**src/hw/rtl/ngrp_pkg.sv**
```systemverilog
// Package: shared constants and types for the NMEA GGA/RMC stream parser.
package ngrp_pkg;

	localparam logic [7:0] CH_DOLLAR = 8'h24;
	localparam logic [7:0] CH_COMMA  = 8'h2C;
	localparam logic [7:0] CH_STAR   = 8'h2A;
	localparam logic [7:0] CH_CR     = 8'h0D;
	localparam logic [7:0] CH_LF     = 8'h0A;
	localparam logic [7:0] CH_PLUS   = 8'h2B;
	localparam logic [7:0] CH_MINUS  = 8'h2D;
	localparam logic [7:0] CH_SPACE  = 8'h20;
	localparam logic [7:0] CH_TAB    = 8'h09;
	localparam logic [7:0] CH_VT     = 8'h0B;
	localparam logic [7:0] CH_FF     = 8'h0C;
	localparam logic [7:0] CH_ZERO   = 8'h30;
	localparam logic [7:0] CH_NINE   = 8'h39;

	localparam logic [3:0] FIELD_MAX  = 4'd15;
	localparam logic [3:0] FIELD_TIME = 4'd1;
	localparam logic [3:0] FIELD_FIX  = 4'd6;
	localparam logic [3:0] FIELD_SATS = 4'd7;
	localparam logic [3:0] FIELD_DATE = 4'd9;
	localparam logic [3:0] GGA_MIN_FIELDS = 4'd8;
	localparam logic [3:0] RMC_MIN_FIELDS = 4'd10;
	localparam logic [16:0] MAG_MAX = 17'd65535;
	localparam logic [7:0] MAX_SATS_RESET = 8'd50;

	typedef enum logic [1:0] {
		KIND_OTHER = 2'd0,
		KIND_GGA   = 2'd1,
		KIND_RMC   = 2'd2
	} kind_t;

	typedef enum logic [1:0] {
		PH_SKIP   = 2'd0,
		PH_DIGITS = 2'd1,
		PH_DONE   = 2'd2
	} num_phase_t;

	typedef struct packed {
		logic [15:0] mag;
		num_phase_t  phase;
		logic        neg;
		logic        nonempty;
	} num_t;

	// sentence summary handed from the scanner to the commit stage
	typedef struct packed {
		kind_t       kind;
		logic [3:0]  count;
		logic [47:0] ptime;
		logic [47:0] pfrac;
		logic [4:0]  ptime_len;
		logic [47:0] pdate;
		logic [4:0]  pdate_len;
		num_t        fix;
		num_t        sats;
	} sentence_t;

	function automatic logic [7:0] cand_char(input logic [1:0] k, input logic [2:0] p);
		logic [39:0] s;
		begin
			case (k)
				2'd0: s = "GPGGA";
				2'd1: s = "GNGGA";
				2'd2: s = "GPRMC";
				default: s = "GNRMC";
			endcase
			cand_char = s[8*(4-p) +: 8];
		end
	endfunction

	function automatic num_t num_feed(input num_t n, input logic [7:0] c);
		logic digit;
		logic [19:0] acc;
		num_t r;
		begin
			r = n;
			digit = (c >= CH_ZERO) && (c <= CH_NINE);
			r.nonempty = 1'b1;
			acc = {4'd0, n.mag} * 20'd10 + {12'd0, c - CH_ZERO};
			case (n.phase)
				PH_SKIP: begin
					if (c == CH_SPACE || c == CH_TAB || c == CH_VT || c == CH_FF) begin
						r.phase = PH_SKIP;
					end else if (c == CH_PLUS || c == CH_MINUS) begin
						r.neg = (c == CH_MINUS);
						r.phase = PH_DIGITS;
					end else if (digit) begin
						r.phase = PH_DIGITS;
						r.mag = {8'd0, c - CH_ZERO};
					end else begin
						r.phase = PH_DONE;
					end
				end
				PH_DIGITS: begin
					if (digit) begin
						r.mag = (acc > {3'd0, MAG_MAX}) ? MAG_MAX[15:0] : acc[15:0];
					end else begin
						r.phase = PH_DONE;
					end
				end
				default: r = r;
			endcase
			num_feed = r;
		end
	endfunction

endpackage

```
**src/hw/rtl/nmea_gga_rmc_stream_parser.sv**
```systemverilog
// Top level: NMEA GGA/RMC stream parser with max-satellites register.
// Takes one received byte per cycle while in_stall is low. Each LF that ends a
// sentence produces one result in the next cycle, carrying the sentence kind
// and the committed fix, satellites, time and date. The result sits in an
// output register; a new byte is accepted whenever that register is empty,
// being taken, or when the byte produces no result.
module nmea_gga_rmc_stream_parser #(
	parameter int SENTENCE_BYTES = 128,
	parameter int FIELD_CHARS = 32
) (
	input  logic        clk,
	input  logic        arst_n,
	input  logic        in_valid,
	output logic        in_stall,
	input  logic [7:0]  rx_byte,
	input  logic        cfg_valid,
	output logic        cfg_ready,
	input  logic [7:0]  cfg_data,
	output logic        out_valid,
	input  logic        out_stall,
	output logic [1:0]  sentence_kind,
	output logic        has_fix,
	output logic [7:0]  satellites,
	output logic        time_ok,
	output logic [47:0] time_hhmmss,
	output logic [47:0] time_fraction,
	output logic [2:0]  time_fraction_len,
	output logic        date_ok,
	output logic [47:0] date_ddmmyy
);

	logic [7:0] max_sats_q;
	logic       done;
	logic       lf_end;
	logic       take;
	ngrp_pkg::sentence_t sent;

	assign in_stall = out_valid && out_stall && lf_end;
	assign take = in_valid && !in_stall;
	assign cfg_ready = 1'b1;

	always_ff @(posedge clk or negedge arst_n) begin
		if (!arst_n)
			max_sats_q <= ngrp_pkg::MAX_SATS_RESET;
		else if (cfg_valid)
			max_sats_q <= cfg_data;
	end

	ngrp_scan #(
		.SENTENCE_BYTES(SENTENCE_BYTES),
		.FIELD_CHARS(FIELD_CHARS)
	) u_scan (
		.clk(clk), .arst_n(arst_n), .in_valid(take), .in_byte(rx_byte),
		.lf_end(lf_end), .done(done), .sent(sent)
	);

	ngrp_commit u_commit (
		.clk(clk), .arst_n(arst_n), .done(done), .sent(sent), .max_sats(max_sats_q),
		.out_stall(out_stall), .out_valid(out_valid),
		.sentence_kind(sentence_kind), .has_fix(has_fix), .satellites(satellites),
		.time_ok(time_ok), .time_hhmmss(time_hhmmss),
		.time_fraction(time_fraction), .time_fraction_len(time_fraction_len),
		.date_ok(date_ok), .date_ddmmyy(date_ddmmyy)
	);

endmodule

```
**src/hw/rtl/ngrp_scan.sv**
```systemverilog
// Scanner: per-byte sentence framing, field splitting, prefix match and field capture.
module ngrp_scan #(
	parameter int SENTENCE_BYTES = 128,
	parameter int FIELD_CHARS = 32
) (
	input  logic                 clk,
	input  logic                 arst_n,
	input  logic                 in_valid,
	input  logic [7:0]           in_byte,
	output logic                 lf_end,
	output logic                 done,
	output ngrp_pkg::sentence_t  sent
);

	localparam int BW = $clog2(SENTENCE_BYTES);
	localparam int FW = $clog2(FIELD_CHARS);
	localparam logic [BW-1:0] BYTE_LIM = BW'(SENTENCE_BYTES - 1);
	localparam logic [FW-1:0] FLD_LIM = FW'(FIELD_CHARS - 1);

	logic [BW-1:0] byte_count_q;
	logic [3:0]    field_number_q;
	logic [FW-1:0] field_length_q;
	logic [3:0]    prefix_q;
	logic          zero_seen_q;
	logic [47:0]   ptime_q, pfrac_q, pdate_q;
	logic [4:0]    ptime_len_q, pdate_len_q;
	ngrp_pkg::num_t fix_q, sats_q;

	logic [3:0]    prefix_d;
	logic [3:0]    field_d;
	logic [FW-1:0] p;
	logic [5:0]    pw;
	logic [4:0]    plen;
	logic          active, sep, keep;
	logic [3:0]    cnt;

	assign active = in_valid && in_byte != ngrp_pkg::CH_DOLLAR &&
		byte_count_q != '0 && byte_count_q < BYTE_LIM;
	assign sep = in_byte == ngrp_pkg::CH_COMMA || in_byte == ngrp_pkg::CH_STAR ||
		in_byte == ngrp_pkg::CH_CR || in_byte == ngrp_pkg::CH_LF;
	assign keep = active && !zero_seen_q && in_byte != 8'd0 && !sep &&
		field_length_q < FLD_LIM;
	assign p = field_length_q;
	assign pw = 6'(p);
	assign plen = (pw + 6'd1 > 6'd31) ? 5'd31 : 5'(pw + 6'd1);

	always_comb begin
		prefix_d = prefix_q;
		if (byte_count_q >= BW'(1) && byte_count_q <= BW'(5)) begin
			for (int k = 0; k < 4; k++) begin
				if (ngrp_pkg::cand_char(2'(k), 3'(byte_count_q - BW'(1))) != in_byte)
					prefix_d[k] = 1'b0;
			end
		end
		field_d = field_number_q;
		if (!zero_seen_q && in_byte != 8'd0 && sep && field_number_q < ngrp_pkg::FIELD_MAX)
			field_d = field_number_q + 4'd1;
		cnt = field_d;
		if (zero_seen_q && field_length_q != '0 && cnt < ngrp_pkg::FIELD_MAX)
			cnt = cnt + 4'd1;
	end

	always_comb begin
		sent.kind = prefix_d[1:0] != 2'b00 ? ngrp_pkg::KIND_GGA :
			prefix_d[3:2] != 2'b00 ? ngrp_pkg::KIND_RMC : ngrp_pkg::KIND_OTHER;
		sent.count = cnt;
		sent.ptime = ptime_q;
		sent.pfrac = pfrac_q;
		sent.ptime_len = ptime_len_q;
		sent.pdate = pdate_q;
		sent.pdate_len = pdate_len_q;
		sent.fix = fix_q;
		sent.sats = sats_q;
	end

	// byte on the input would close an open sentence
	assign lf_end = in_byte == ngrp_pkg::CH_LF && byte_count_q != '0 &&
		byte_count_q < BYTE_LIM;
	assign done = active && in_byte == ngrp_pkg::CH_LF;

	always_ff @(posedge clk or negedge arst_n) begin
		if (!arst_n) begin
			byte_count_q <= '0;
			field_number_q <= '0;
			field_length_q <= '0;
			prefix_q <= 4'hF;
			zero_seen_q <= 1'b0;
			ptime_q <= '0;
			pfrac_q <= '0;
			pdate_q <= '0;
			ptime_len_q <= '0;
			pdate_len_q <= '0;
			fix_q <= '0;
			sats_q <= '0;
		end else if (in_valid && in_byte == ngrp_pkg::CH_DOLLAR) begin
			byte_count_q <= BW'(1);
			field_number_q <= '0;
			field_length_q <= '0;
			prefix_q <= 4'hF;
			zero_seen_q <= 1'b0;
			ptime_q <= '0;
			pfrac_q <= '0;
			pdate_q <= '0;
			ptime_len_q <= '0;
			pdate_len_q <= '0;
			fix_q <= '0;
			sats_q <= '0;
		end else if (active) begin
			byte_count_q <= (in_byte == ngrp_pkg::CH_LF) ? '0 : byte_count_q + BW'(1);
			prefix_q <= prefix_d;
			if (!zero_seen_q) begin
				if (in_byte == 8'd0) begin
					zero_seen_q <= 1'b1;
				end else if (sep) begin
					field_number_q <= field_d;
					field_length_q <= '0;
				end
			end
			if (keep) begin
				field_length_q <= p + FW'(1);
				case (field_number_q)
					ngrp_pkg::FIELD_TIME: begin
						if (pw < 6'd6)
							ptime_q[8*(5-pw) +: 8] <= in_byte;
						else if (pw < 6'd12)
							pfrac_q[8*(11-pw) +: 8] <= in_byte;
						ptime_len_q <= plen;
					end
					ngrp_pkg::FIELD_FIX: fix_q <= ngrp_pkg::num_feed(fix_q, in_byte);
					ngrp_pkg::FIELD_SATS: sats_q <= ngrp_pkg::num_feed(sats_q, in_byte);
					ngrp_pkg::FIELD_DATE: begin
						if (pw < 6'd6)
							pdate_q[8*(5-pw) +: 8] <= in_byte;
						pdate_len_q <= plen;
					end
					default: ;
				endcase
			end
		end
	end

endmodule

```
**src/hw/rtl/ngrp_commit.sv**
```systemverilog
// Commit stage: stored fix, satellites, time and date; registered result.
module ngrp_commit (
	input  logic                clk,
	input  logic                arst_n,
	input  logic                done,
	input  ngrp_pkg::sentence_t sent,
	input  logic [7:0]          max_sats,
	input  logic                out_stall,
	output logic                out_valid,
	output logic [1:0]          sentence_kind,
	output logic                has_fix,
	output logic [7:0]          satellites,
	output logic                time_ok,
	output logic [47:0]         time_hhmmss,
	output logic [47:0]         time_fraction,
	output logic [2:0]          time_fraction_len,
	output logic                date_ok,
	output logic [47:0]         date_ddmmyy
);

	logic        fix_q, tv_q, dv_q;
	logic [7:0]  sats_q;
	logic [47:0] time_q, frac_q, date_q;
	logic [2:0]  flen_q;

	logic        fix_d, tv_d, dv_d;
	logic [7:0]  sats_d;
	logic [47:0] time_d, frac_d, date_d;
	logic [2:0]  flen_d;
	logic [4:0]  fl;
	logic        gga_ok;

	always_comb begin
		fix_d = fix_q; tv_d = tv_q; dv_d = dv_q; sats_d = sats_q;
		time_d = time_q; frac_d = frac_q; date_d = date_q; flen_d = flen_q;
		fl = sent.ptime_len - 5'd6;
		gga_ok = sent.kind == ngrp_pkg::KIND_GGA && sent.count >= ngrp_pkg::GGA_MIN_FIELDS;
		if (gga_ok) begin
			if (sent.ptime_len >= 5'd6) begin
				time_d = sent.ptime;
				frac_d = sent.pfrac;
				flen_d = fl > 5'd6 ? 3'd6 : fl[2:0];
				tv_d = 1'b1;
			end
			if (sent.fix.nonempty)
				fix_d = !sent.fix.neg && sent.fix.mag != 16'd0;
			if (sent.sats.nonempty && (sent.sats.mag == 16'd0 ||
				(!sent.sats.neg && sent.sats.mag <= {8'd0, max_sats})))
				sats_d = sent.sats.mag[7:0];
		end
		if (sent.kind == ngrp_pkg::KIND_RMC && sent.count >= ngrp_pkg::RMC_MIN_FIELDS &&
			sent.pdate_len == 5'd6) begin
			date_d = sent.pdate;
			dv_d = 1'b1;
		end
	end

	always_ff @(posedge clk or negedge arst_n) begin
		if (!arst_n) begin
			fix_q <= 1'b0; tv_q <= 1'b0; dv_q <= 1'b0; sats_q <= '0;
			time_q <= '0; frac_q <= '0; date_q <= '0; flen_q <= '0;
			out_valid <= 1'b0;
		end else begin
			if (done) begin
				fix_q <= fix_d; tv_q <= tv_d; dv_q <= dv_d; sats_q <= sats_d;
				time_q <= time_d; frac_q <= frac_d; date_q <= date_d; flen_q <= flen_d;
			end
			if (done)
				out_valid <= 1'b1;
			else if (!out_stall)
				out_valid <= 1'b0;
		end
	end

	always_ff @(posedge clk) begin
		if (done) begin
			sentence_kind <= sent.kind;
			has_fix <= fix_d;
			satellites <= sats_d;
			time_ok <= tv_d;
			time_hhmmss <= time_d;
			time_fraction <= frac_d;
			time_fraction_len <= flen_d;
			date_ok <= dv_d;
			date_ddmmyy <= date_d;
		end
	end

endmodule
```
**config.mk**
```make
export PLATFORM = sky130hd
export DESIGN_NAME = nmea_gga_rmc_stream_parser
export DESIGN_NICKNAME = d
export VERILOG_FILES = /design/src/hw/rtl/ngrp_pkg.sv /design/src/hw/rtl/nmea_gga_rmc_stream_parser.sv /design/src/hw/rtl/ngrp_scan.sv /design/src/hw/rtl/ngrp_commit.sv
export SDC_FILE = /design/constraint.sdc
export NUM_CORES = 1
export LEC_CHECK = 0
export BUFFER_PORTS_ARGS = -buffer_cell sky130_fd_sc_hd__clkbuf_2
export CAP_MARGIN = 20
export CORE_MARGIN = 10
export CORE_UTILIZATION = 57
export CTS_BUF_LIST = sky130_fd_sc_hd__clkbuf_4
export DETAILED_ROUTE_END_ITERATION = 8
export PLACE_DENSITY = 0.79
export SYNTH_ARGS = -nofsm -noshare
export SYNTH_HDL_FRONTEND = slang
export SYNTH_SLANG_ARGS = --single-unit
```
**constraint.sdc**
```tcl
create_clock -name clk -period 5.7 [get_ports clk]
set_input_delay 0.57 -clock clk [delete_from_list [all_inputs] [get_ports clk]]
set_output_delay 0.57 -clock clk [all_outputs]
set_load 0.005 [all_outputs]
```
# Yosys cells after proc, flatten, opt, wreduce, memory -nomap -nowiden
# Index checks and enable logic that the tools add are counted.
# op_classes
addsub	15
multipliers	2
n_div	0
n_lt_le_gt_ge	18
eq_ne	42
shift	8
muxes	103
bitwise	0
n_reduce_logical	80
# op_table
operator	n
$mux W48	21
$mux W20	8
$mux W40	4
$shiftx A40 B33 Y8	4
$bwmux W48	3
$mux W16	7
$shift A8 B34 Y48 const A	2
$shiftx A8 B34 Y48	2
$mux W5	15
$pmux W18 S2	2
$neg A32 Y34	2
$eq A8 B6 Y1 const B	6
$add A20 B8 Y20	2
$eq A8 B4 Y1 const B	5
$gt A20 B16 Y1 const B	2
$mux W4	10
$mul A16 B3 Y19 const B	2
$ne A8 B8 Y1	4
$reduce_bool A2 Y1	14
$logic_and A1 B1 Y1	27
$mux W7	3
$mux W1	19
$ne A3 B2 Y1 const B	6
$le A16 B8 Y1	1
52 further kinds	97
# totals
reg_bits	542
latchBits	0
ram_bits	0
romBits	0
input_bits	21
output_inout_bits	163
mem_count	0

# Logic depth before layout (Yosys ltp)
# logic_depth
ltp_word	16
ltp_mapped	21
ltp_nobuf	16

# Hierarchy
# A second synthesis with hierarchy kept.
# unflattened
hier_cells	2312
area_unflattened_um2	26765.7
# modules_own_cells
mod	instances	cells_per_inst	area_per_inst_um2	seq_area_each_um2
ngrp_scan	1	1501	13266.5	5385.2
ngrp_commit	1	790	13140.1	8783.4
nmea_gga_rmc_stream_parser	1	21	359.1	203.9

# Least setup slack after synthesis
# No wires, ideal clock.
# synth_timing
kind	input to register
from	input rx_byte[5]
to	register u_commit.fix_q
arrival_ns	5.655
path_slack_ns	-0.080
cell_stages	10
path_cell_list	clkbuf_1 > inv_1 > ha_1 > buf_2 > nand2b_1 > nor3_1 > nand2_1 > inv_1 > nand3_1 > mux2_2
# synth_between
elab_cells_between_ends	43
cone_classes	add/sub: 1; order compare: 2; eq/ne: 10; mux: 10; reduce/logical: 20
# synth_lines
item	line_no	source
start: declaration	nmea_gga_rmc_stream_parser.sv:15	input logic [7:0] rx_byte,
$eq A8 B4 Y1	ngrp_scan.sv:77, ngrp_scan.sv:79	
$logic_and A1 B1 Y1 (2 in series)	ngrp_scan.sv:77	assign lf_end = in_byte == ngrp_pkg::CH_LF && byte_count_q != '0 &&
$logic_and A1 B1 Y1	nmea_gga_rmc_stream_parser.sv:38	assign in_stall = out_valid && out_stall && lf_end;
$logic_not A1 Y1	nmea_gga_rmc_stream_parser.sv:39	assign take = in_valid && !in_stall;
$logic_and A1 B1 Y1	nmea_gga_rmc_stream_parser.sv:39	
$logic_and A1 B1 Y1 (2 in series)	ngrp_scan.sv:37	assign active = in_valid && in_byte != ngrp_pkg::CH_DOLLAR &&
$logic_and A1 B1 Y1	ngrp_scan.sv:38	byte_count_q != '0 && byte_count_q < BYTE_LIM;
$logic_and A1 B1 Y1 *	ngrp_scan.sv:79	assign done = active && in_byte == ngrp_pkg::CH_LF;
named net done	nmea_gga_rmc_stream_parser.sv:33	logic done;
end signal: assignment	ngrp_commit.sv:65	fix_q <= fix_d; tv_q <= tv_d; dv_q <= dv_d; sats_q <= sats_d;
end: declaration	ngrp_commit.sv:21	logic fix_q, tv_q, dv_q;
# Mark *: on every way through the listed nets, which the timed path passes. The rest lies on a longest branch.
# A chain may end at the register's enable or synchronous reset.

# Worst setup path in the final report
# layout_timing
from	register u_scan.byte_count_q[0]
to	register u_commit.time_hhmmss[32] (data pin)
# layout_between
elab_chain_cells	12
elab_cells_between_ends	25
cone_classes	add/sub: 2; order compare: 2; eq/ne: 5; shift: 4; mux: 8; reduce/logical: 4
# layout_rtl
item	line_no	source
start: declaration	ngrp_scan.sv:20	logic [BW-1:0] byte_count_q;
start signal: assignment	ngrp_scan.sv:109	byte_count_q <= (in_byte == ngrp_pkg::CH_LF) ? '0 : byte_count_q + BW'(1);
$sub A3 B1 Y3	ngrp_scan.sv:51	if (ngrp_pkg::cand_char(2'(k), 3'(byte_count_q - BW'(1))) != in_byte)
$sub A3 B3 Y4	ngrp_pkg.sv:69	cand_char = s[8*(4-p) +: 8];
$shiftx A40 B33 Y8	ngrp_pkg.sv:69	
$ne A8 B8 Y1	ngrp_scan.sv:51	
$mux W1	ngrp_scan.sv:51	
$mux W4 *	ngrp_scan.sv:49	if (byte_count_q >= BW'(1) && byte_count_q <= BW'(5)) begin
$reduce_bool A2 Y1	ngrp_scan.sv:65	prefix_d[3:2] != 2'b00 ? ngrp_pkg::KIND_RMC : ngrp_pkg::KIND_OTHER;
$mux W2	ngrp_scan.sv:65	
$mux W2 *	ngrp_scan.sv:64	sent.kind = prefix_d[1:0] != 2'b00 ? ngrp_pkg::KIND_GGA :
$eq A2 B1 Y1 *	ngrp_commit.sv:37	gga_ok = sent.kind == ngrp_pkg::KIND_GGA && sent.count >= ngrp_pkg::GGA_MIN_FIELDS;
$logic_and A1 B1 Y1 *	ngrp_commit.sv:37	
$mux W48 *	ngrp_commit.sv:38	if (gga_ok) begin
named net u_commit.time_d[32]	ngrp_commit.sv:28	logic [47:0] time_d, frac_d, date_d;
end signal: assignment	ngrp_commit.sv:81	time_hhmmss <= time_d;
end: declaration	ngrp_commit.sv:14	output logic [47:0] time_hhmmss,
# Marks and branches as above.

==> out/results.tsv <==
stage	metric	value	unit
logic_synthesis	YS warnings	0	
critical_path	CP Launch Type	register	
logic_synthesis	Synth Cell Area	0.02683	mm2
critical_path	CP Cell Sequence	clkinv_1 > buf_4 > ha_1 > xnor2_1 > o21ai_0 > a221oi_2 > nand4_1 > nand2_1 > a22oi_2 > or2_1 > nor2_4 > buf_12 > mux2_2	
logic_synthesis	syn nets	2420	
clock_tree	CTS Root Cell	clkbuf_4	
cells_and_area	Area Overhead vs Synth	12.01	%
clock_tree	post_cts resized	0	
critical_path	Worst path slowest cell	nor2_4	
logic_synthesis	mean post-synth cell area	11.78	um2
power_and_ir_drop	pwr/cell area	287.3	mW/mm2
clock_tree	CTS Hold Buffers Added	9	
route	Vias/cell	6.025	
grt	first-pass GRT wire length	106600	um
critical_path	crit path max fanout	72	
route	initial drt markers	1549	
die	IO Count	184	
placed_design	HPWL after detailed placement	44380	um
clock_tree	CTS sink count	542	
grt	gr ovfl total	0	
route	Max Used Layer	met5	
timing	clk_skew	52.45	ps
die	die area	0.05616	mm2
die	Core Box Area	0.04656	mm2
critical_path	number of buffers and inverters on the critical path	3	
logic_synthesis	number of synthesized flops with an enable pin	160	
route	final WL	66250	um
timing	Final setup viols	0	
grt	initial antenna violation count	2	
placed_design	RD Place Congestion	0.9682	
logic_synthesis	Primary FF master, synth	dfrtp_1	
grt	Tot GR Track Use	0.2330	
power_and_ir_drop	Lkg Pwr	0.01393	uW
logic_synthesis	Yosys cell types	92	
cells_and_area	Layout Nets	2659	
timing	FMAX	210.3	MHz
critical_path	Worst Setup Path Type	reg2reg	
critical_path	crit end category	register	
timing	slew at the pin with the worst max-slew slack	1126	ps
clock_tree	Inserted Clock Buffers	133	
route	total number of vias	19502	
logic_synthesis	cell count after synthesis	2278	
die	Rows	79	
cells_and_area	share of cells above drive strength 1	0.2606	
placed_design	pre-CTS WS	413.6	ps
placed_design	area post-placement	0.02813	mm2
timing	max-slew violations	0	
worst_hold_path	Tightest Hold Check Type	in2reg	
timing	setup total negative slack	0	ps
route	metal3 WL	4282	um
clock_tree	clk slew on worst S/H paths	70	ps
timing	RSZ-0062 raised after global routing	false	
timing	final setup margin	943.8	ps
route	# DRC	0	
placed_design	IO buf count	182	
timing	slew margin rel.	0.2440	
route	1st-pass router iterations	5	
clock_tree	post-CTS setup buffers	0	
route	Avg WL per Cell	20.47	um
route	metal2 WL	33110	um
critical_path	Largest stage delay, worst path	770	ps
route	M1 WL	27450	um
logic_synthesis	Seq cells post-synth	542	
logic_synthesis	async set or reset register ratio after synthesis	0.7048	
placed_design	Placed Cells	2978	
critical_path	Arr. time, crit path	5320	ps
cells_and_area	Final Instance Count excl. Fillers	3237	
cells_and_area	fin area	0.03006	mm2
job	max cap viols	0	
run_status	status	completed	
die	Starting Density	0.5764	
power_and_ir_drop	Max VDD drop	0.0001802	V
timing	part of the cycle the worst path needs	0.8344	
grt	largest net degree at the start of global routing	178	
clock_tree	Clock Latency Late Sink	840	ps
clock_tree	H-tree levels	4	
grt	vias in the first global route	19815	
timing	Final Hold Viols	0	
die	chip height	237.0	um
clock_tree	CTS tree	yes	
die	die width	237.0	um
critical_path	Top Family by Delay on Critical Path	simple AND/OR/NAND/NOR gates	
route	antenna-violating nets left	0	
clock_tree	clock tree buffer depth	3	
critical_path	Worst Path Required	6260	ps
logic_synthesis	Seq/Total Area, Yosys	0.5356	
timing	post-layout minimum cycle time	4756	ps
-- power breakdown --
part | internal, uW | switching (uW)
combinational | 348 | 705
clock | 1830 | 1550
sequential | 4090 | 114
-- layout by cell type, fill, tap and decap left out, types with 10 or more instances in the layout --
cell,netlist,layout
dfrtp_1,375,375
clkbuf_4,0,211
a21oi_1,71,71
edfxtp_1,160,160
nor2b_1,20,20
clkinv_1,1,22
buf_4,10,25
o31ai_1,13,13
a21o_1,12,12
xor2_1,14,14
clkbuf_2,1,181
o21a_1,10,10
nand2_1,205,205
mux2_2,200,200
nand4_1,27,27
inv_1,60,59
nor3_1,25,25
a22oi_1,15,15
mux2_1,107,107
ha_1,117,117
or3_1,13,13
and3_1,14,13
nand2b_1,17,17
xnor2_1,42,42
mux2i_1,14,14
nor2_1,73,73
and2_1,12,12
nand3_1,140,139
o21ai_0,195,195
a211oi_1,16,16
nor4_1,19,19
-- logic make-up after synthesis --
group,after synthesis,synth area share
flops,542,0.5356
mux,329,0.1385
fa+ha+maj,121,0.05754
simple gates,627,0.1173
other cells,1,0.0001397
xor+xnor,57,0.01912
buf+inv,177,0.03301
compound gates,424,0.09880
-- layer usage --
metal / global-route usage / vias to the layer above
li1: - / 8950
met1: 0.2966 / 9719
met2: 0.3902 / 705
met3: 0.04666 / 126
met4: 0.07991 / 2
met5: 0 / -
-- final cells by class --
cell class	instances	area (um2)
fill	3392	16500
sequential	542	14370
multi-input combinational	1559	11600
clock buffer	211	1584
timing repair buffer	220	1264
tap	607	759.5
clock inverter	36	241.5
inverter	61	232.7
antenna	1	2.502
-- worst reg2reg max path: stages (launching register included) --
cell	delay [ps]
dfrtp_1	360
clkinv_1	70
buf_4	160
ha_1	240
xnor2_1	640
o21ai_0	230
a221oi_2	310
nand4_1	160
nand2_1	110
a22oi_2	120
or2_1	370
nor2_4	780
buf_12	470
mux2_2	500
-- metrics by stage --
stage | util | hold WS, ps | total power (uW)
detailed placement | 0.6042 | 443.6 | 5295
CTS | 0.6453 | 15.04 | 8683
global route | 0.6456 | 33.91 | 9042
finish | 0.6456 | 47.63 | 8637
global placement | 0.6042 | 441.3 | 5255
floorplan | - | 274.4 | 4960
-- synthesized netlist by cell type, types with 12 or more instances --
cell type / n / area, um2
dfrtp_1: 375 / 9384
nand2_1: 205 / 769.5
mux2_2: 200 / 2252
o21ai_0: 195 / 975.9
edfxtp_1: 160 / 4805
nand3_1: 140 / 700.7
ha_1: 117 / 1464
mux2_1: 107 / 1205
nor2_1: 73 / 274.0
a21oi_1: 71 / 355.3
inv_1: 60 / 225.2
clkbuf_1: 49 / 183.9
xnor2_1: 42 / 367.9
buf_2: 41 / 205.2
nand4_1: 27 / 168.9
nor3_1: 25 / 125.1
nor2b_1: 20 / 125.1
nor4_1: 19 / 118.9
nand2b_1: 17 / 106.4
a211oi_1: 16 / 120.1
a22oi_1: 15 / 112.6
and3_1: 14 / 87.58
mux2i_1: 14 / 140.1
xor2_1: 14 / 122.6
o31ai_1: 13 / 97.59
or3_1: 13 / 81.33
a21o_1: 12 / 90.09
and2_1: 12 / 75.07
-- final timing paths --
kind                                   startpoint                        to  slack, ps  cells past startpoint
min reg2reg                         u_commit.dv_q             u_commit.dv_q        460                      1
max reg2reg                u_scan.byte_count_q[0]  u_commit.time_hhmmss[32]        940                     13
max in group asynchronous                  arst_n       u_commit.date_q[13]       3800                      3
min in group asynchronous                  arst_n             max_sats_q[3]        360                      2
max                        u_scan.byte_count_q[0]  u_commit.time_hhmmss[32]        940                     13
min                                     out_stall        u_commit.out_valid         50                      3
Power figures use the tool's default switching activity.
